**config.mk**
```make
export PLATFORM = sky130hd
export DESIGN_NAME = inverter_status_frame_parser
export DESIGN_NICKNAME = d
export VERILOG_FILES = /design/src/rtl/isfp_pkg.sv /design/src/rtl/isfp_decode.sv /design/src/rtl/inverter_status_frame_parser.sv
export SDC_FILE = /design/constraint.sdc
export NUM_CORES = 2
export LEC_CHECK = 0
export BUFFER_PORTS_ARGS = -buffer_cell sky130_fd_sc_hd__buf_2
export CAP_MARGIN = 20
export CORE_MARGIN = 3
export CORE_UTILIZATION = 40
export DETAILED_ROUTE_END_ITERATION = 6
export PLACE_DENSITY = 0.54
export SLEW_MARGIN = 20
export SYNTH_ARGS = -nofsm -noshare
export SYNTH_HDL_FRONTEND = slang
export SYNTH_HIERARCHICAL = 1
export SYNTH_SLANG_ARGS = --single-unit
```
**constraint.sdc**
```tcl
create_clock -name clk -period 20.2 [get_ports clk]
set_clock_uncertainty 0.1 [all_clocks]
set_input_delay 0 -clock clk [delete_from_list [all_inputs] [get_ports clk]]
set_output_delay 0 -clock clk [all_outputs]
set_load 0.02 [all_outputs]
```
**src/rtl/isfp_pkg.sv**
```systemverilog
// Package for the inverter status frame parser.
// Holds the transaction payload types, frame layout constants and status codes.
// No dependencies.
`timescale 1ns / 1ps
`default_nettype none

package isfp_pkg;

  localparam int FRAME_BYTES  = 27;
  localparam int SUMMED_BYTES = 14;
  localparam int STORED_BYTES = FRAME_BYTES - 1;
  localparam int POS_W        = $clog2(FRAME_BYTES);

  localparam logic [POS_W-1:0] LAST_POS   = POS_W'(FRAME_BYTES - 1);
  localparam logic [POS_W-1:0] SUM_LIMIT  = POS_W'(SUMMED_BYTES);

  localparam int CKSUM_AT  = 14;
  localparam int ID_AT     = 6;
  localparam int ENERGY_AT = 10;
  localparam int DCV_AT    = 15;
  localparam int DCI_AT    = 17;
  localparam int ACV_AT    = 19;
  localparam int ACI_AT    = 21;
  localparam int STATE_AT  = 25;

  localparam logic [1:0] STATUS_OK       = 2'd0;
  localparam logic [1:0] STATUS_BAD_HDR  = 2'd1;
  localparam logic [1:0] STATUS_BAD_SUM  = 2'd2;

  localparam logic CFG_HEADER_MAGIC  = 1'b0;
  localparam logic CFG_STATUS_OPCODE = 1'b1;

  typedef logic [STORED_BYTES-1:0][7:0] frame_t;

  typedef struct packed {
    logic [7:0] rx_byte;
    logic       restart;
  } in_t;

  typedef struct packed {
    logic [1:0]  frame_status;
    logic [31:0] device_id;
    logic [31:0] total_energy;
    logic [15:0] dc_voltage_raw;
    logic [15:0] dc_current_raw;
    logic [15:0] ac_voltage_raw;
    logic [15:0] ac_current_raw;
    logic [31:0] dc_power_raw;
    logic [31:0] ac_power_raw;
    logic [7:0]  device_state;
    logic [7:0]  device_temperature;
  } out_t;

endpackage

`default_nettype wire

```
**src/rtl/isfp_decode.sv**
```systemverilog
// Frame decoder: header and checksum checks, big-endian field assembly, power products.
// Depends on isfp_pkg.
`timescale 1ns / 1ps
`default_nettype none

module isfp_decode (
  input  wire isfp_pkg::frame_t frame,
  input  wire logic [7:0]       last_byte,
  input  wire logic [7:0]       sum,
  input  wire logic [7:0]       header_magic,
  input  wire logic [7:0]       status_opcode,
  output isfp_pkg::out_t        result
);

  logic [15:0] dcv;
  logic [15:0] dci;
  logic [15:0] acv;
  logic [15:0] aci;

  always_comb begin
    dcv = {frame[isfp_pkg::DCV_AT], frame[isfp_pkg::DCV_AT+1]};
    dci = {frame[isfp_pkg::DCI_AT], frame[isfp_pkg::DCI_AT+1]};
    acv = {frame[isfp_pkg::ACV_AT], frame[isfp_pkg::ACV_AT+1]};
    aci = {frame[isfp_pkg::ACI_AT], frame[isfp_pkg::ACI_AT+1]};

    priority if (frame[0] != header_magic || frame[1] != status_opcode) begin
      result.frame_status = isfp_pkg::STATUS_BAD_HDR;
    end else if (frame[isfp_pkg::CKSUM_AT] != sum) begin
      result.frame_status = isfp_pkg::STATUS_BAD_SUM;
    end else begin
      result.frame_status = isfp_pkg::STATUS_OK;
    end

    result.device_id    = {frame[isfp_pkg::ID_AT], frame[isfp_pkg::ID_AT+1],
                           frame[isfp_pkg::ID_AT+2], frame[isfp_pkg::ID_AT+3]};
    result.total_energy = {frame[isfp_pkg::ENERGY_AT], frame[isfp_pkg::ENERGY_AT+1],
                           frame[isfp_pkg::ENERGY_AT+2], frame[isfp_pkg::ENERGY_AT+3]};
    result.dc_voltage_raw     = dcv;
    result.dc_current_raw     = dci;
    result.ac_voltage_raw     = acv;
    result.ac_current_raw     = aci;
    result.dc_power_raw       = {16'd0, dcv} * {16'd0, dci};
    result.ac_power_raw       = {16'd0, acv} * {16'd0, aci};
    result.device_state       = frame[isfp_pkg::STATE_AT];
    result.device_temperature = last_byte;
  end

endmodule

`default_nettype wire

```
**src/rtl/inverter_status_frame_parser.sv**
```systemverilog
// Top level of the inverter status frame parser: byte framing, running checksum, result register.
// Depends on isfp_pkg and isfp_decode.
`timescale 1ns / 1ps
`default_nettype none

// Takes one received byte per cycle while in_ready is high and groups the stream
// into 27-byte status frames; restart forces the byte to be byte 0 of a new
// frame and drops any partial frame. On byte 26 one result transaction is loaded
// into the output register, holding the status (header check before checksum
// check) and the decoded fields with both power products. The two 16 x 16
// multipliers feeding the output register set the critical path.
// Input ready only drops for a frame's last byte while a previous result is
// still held and not being taken; other bytes are accepted regardless.
// Header values are written over the cfg port (index 0 magic, 1 opcode).
module inverter_status_frame_parser (
  input  wire logic           clk,
  input  wire logic           rst,
  input  wire logic           in_valid,
  output logic                in_ready,
  input  wire isfp_pkg::in_t  in_data,
  output logic                out_valid,
  input  wire logic           out_ready,
  output isfp_pkg::out_t      out_data,
  input  wire logic           cfg_we,
  input  wire logic           cfg_index,
  input  wire logic [7:0]     cfg_data
);

  logic [7:0]                   header_magic;
  logic [7:0]                   status_opcode;
  logic [isfp_pkg::POS_W-1:0]   byte_position;
  logic [isfp_pkg::POS_W-1:0]   byte_position_next;
  logic [7:0]                   running_sum;
  logic [7:0]                   running_sum_next;
  isfp_pkg::frame_t             frame_store;

  logic [isfp_pkg::POS_W-1:0]   pos;
  logic [7:0]                   sum_base;
  logic                         is_last;
  logic                         accept;
  isfp_pkg::out_t               decoded;

  always_comb begin
    pos      = in_data.restart ? '0 : byte_position;
    sum_base = in_data.restart ? 8'd0 : running_sum;
    is_last  = (pos == isfp_pkg::LAST_POS);
    in_ready = !(is_last && out_valid && !out_ready);
    accept   = in_valid && in_ready;

    if (is_last) begin
      byte_position_next = '0;
      running_sum_next   = 8'd0;
    end else begin
      byte_position_next = pos + 1'b1;
      running_sum_next   = (pos < isfp_pkg::SUM_LIMIT) ? sum_base + in_data.rx_byte
                                                       : sum_base;
    end
  end

  isfp_decode u_decode (
    .frame         (frame_store),
    .last_byte     (in_data.rx_byte),
    .sum           (running_sum),
    .header_magic  (header_magic),
    .status_opcode (status_opcode),
    .result        (decoded)
  );

  always_ff @(posedge clk) begin
    if (rst) begin
      header_magic  <= 8'd0;
      status_opcode <= 8'd0;
    end else if (cfg_we) begin
      unique case (cfg_index)
        isfp_pkg::CFG_HEADER_MAGIC:  header_magic  <= cfg_data;
        isfp_pkg::CFG_STATUS_OPCODE: status_opcode <= cfg_data;
        default: ;
      endcase
    end
  end

  always_ff @(posedge clk) begin
    if (rst) begin
      byte_position <= '0;
      running_sum   <= 8'd0;
      out_valid     <= 1'b0;
    end else begin
      if (accept) begin
        byte_position <= byte_position_next;
        running_sum   <= running_sum_next;
      end
      if (accept && is_last) begin
        out_valid <= 1'b1;
      end else if (out_ready) begin
        out_valid <= 1'b0;
      end
    end
  end

  // payload only, no reset
  always_ff @(posedge clk) begin
    if (accept && !is_last) begin
      frame_store[pos] <= in_data.rx_byte;
    end
    if (accept && is_last) begin
      out_data <= decoded;
    end
  end

endmodule

`default_nettype wire
```
==> run metrics <==
status=completed; # IOs=235; clock sinks=400; syn_nets=3393; port buffer count=234; Tcrit/Tclk final=33.64%; Via-to-Cell Ratio=4.989; post-CTS sizing=0; post-route ant nets=0; number of cell rows=102; placed insts=3811; CTS root buf=clkbuf_16; fin util=44.42%; Global Route Usage Sum=18.73%; Clock Path Buffers=3; routed len/inst=19.38 um; Initial DRC Count=1177; Post-Layout Inst Area=0.03447 sq mm; Tmin final=slightly below 7000 ps; initial antenna violation count=4; Setup Viol. Count Final=0; Mapped Area=~0.031 sq mm; Layout area overhead=9.818%; Die Span X=between 200 and 300 um; Slew Viols, Final=0; CTS clk-pin slew, worst paths=about 60 ps; Layout Cells excl Fill=just under 4000; Placed Area=0.03247 sq mm; startpoint types=flip-flop; most common cell after layout, fill and taps aside=inv_1; # Max-Cap Violations=0; Sw Share=20.90%; Syn Area/Cell=11.36 sq um; hold buffer count at CTS=34; drt total wl=76.20 mm; Worst Setup EP=out_data[44]; layout cell share with drive strength beyond 1=a little under an eighth; core area=~0.078 sq mm; RSZ-0062 raised after global routing=no; Largest delay share family, worst path=adder cells; Starting Density=40.45%; first-pass GRT wire length=120.2 mm; Slew @ Worst Pin=916.9 ps; Lkg Pwr=15.17 nW; number of post-CTS setup repair buffers=0; CTS buffer count=48; Psw=385.4 uW; FF-to-FF path depth=20; Diodes inserted=0; Int Power=between 1 and 1.5 mW; sequence of cells on the critical path=nand2_1 > fa_1 > inv_1 > fa_1 > inv_1 > fa_1 > inv_1 > fa_1 > fa_1 > inv_1 > fa_1 > inv_1 > ha_1 > nand2_1 > nor2_1 > nand3_1 > or2_2 > o311ai_1 > a221oi_1 > xnor2_1; sequential power share=49.1%; commonest non-fill, non-tap cells in the layout=452 x inv_1, 389 x fa_1, 370 x edfxtp_1; CTS tree=yes; Max VDD drop=0.00006763 V; H-Tree Depth=2; Clock power frac=48.7%; HP Class=input pin to flip-flop; Power Density=53.50 mW/mm^2; Worst Path Max Fanout=17; Worst EP required=20430 ps; WP data arrival=between 7000 and 8000 ps; Vias=approximately 20000; vias in the first global route=21160; Clock Latency Late Sink=between 500 and 600 ps; max incr delay on CP=930 ps; R2R Path End=out_data[44]; 1st-pass router iterations=5; Gate Count Post-Synth=2764; Final #Nets=3484; DP Wirelength=55.26 mm; Final Hold Fails=0; GRT overflow=0; slew margin rel.=38.87%; Logic pwr share=2.2%; cell mode on critical path=fa_1; Die Area=0.08187 sq mm; Worst Path Buf+Inv=5; largest net degree at the start of global routing=86; YS warnings=6; Setup CP Type=flip-flop to flip-flop; crit path launch=frame_store[167]; crit end category=flip-flop; Highest Clock Rate=between 100 and 150 MHz; r2r setup slk=~13000 ps; FF-to-FF Start=frame_store[167]; RD Place Congestion=0.9060; WP depth=20; slowest CP cell=edfxtp_1; number of DRC violations after detailed routing=0; DIE HEIGHT=~290 um; setup_tns=0 ps
worst min-delay path: stages:
cell and delay (ps):
dlygate4sd3_1 530, buf_2 130, nand3_1 70, a21oi_1 60
cell type report:
type,instances,area (sq um)
clock buffers,54,1224
multi-input cells,1682,16570
repair buffers,271,1538
fillers,7365,43120
flip-flops and latches,400,11710
inverters,452,1697
clock inverters,33,425.4
well taps,1040,1301
power by group through the flow:
stage          clock, mW  combinational [mW]  sequential [mW]
3_5_place_dp           0              0.0360            0.922
5_1_grt            0.958              0.0443            0.905
2_1_floorplan          0              0.0203            0.921
3_3_place_gp           0              0.0351            0.922
4_1_cts            0.927              0.0409            0.905
6_report           0.899              0.0403            0.905
worst min path at each step:
stage | startpoint | endpoint | slack [ps] | depth (start not counted)
CTS | cfg_data[7] | status_opcode[7] | 110 | 4
detailed placement | cfg_data[4] | header_magic[4] | 170 | 3
finish | cfg_data[2] | status_opcode[2] | 140 | 4
floorplan | in_data[1] | frame_store[0] | -1 | 0
global placement | cfg_data[5] | header_magic[5] | 150 | 3
global route | cfg_data[2] | status_opcode[2] | 140 | 4
per-layer routing:
| layer | track usage, % | vias to the layer above | wire, um |
|---|---|---|---|
| li1 | - | 8863 | - |
| met1 | 25.26 | 10060 | 32830 |
| met2 | 31.36 | 600 | 36750 |
| met3 | 3.820 | 95 | 5231 |
| met4 | 4.069 | 0 | 1393 |
| met5 | 0 | - | 0 |
stage by stage:
stage,power (mW),hold WS [ps],setup WS [ps]
3_3_place_gp,0.9573,152.7,13570
4_1_cts,1.873,107.4,13480
5_1_grt,1.907,143.3,13130
6_report,1.844,144.0,13400
2_1_floorplan,0.9415,-1.131,9401
3_5_place_dp,0.9584,165.4,13520
sequential cells by signal, summed over array words and instances (netlist names):
name and count:
status_opcode 8, out_data 210, running_sum 8, out_valid 1
frame_store 160, byte_position 5, header_magic 8
(Power assumes the default switching activity.)
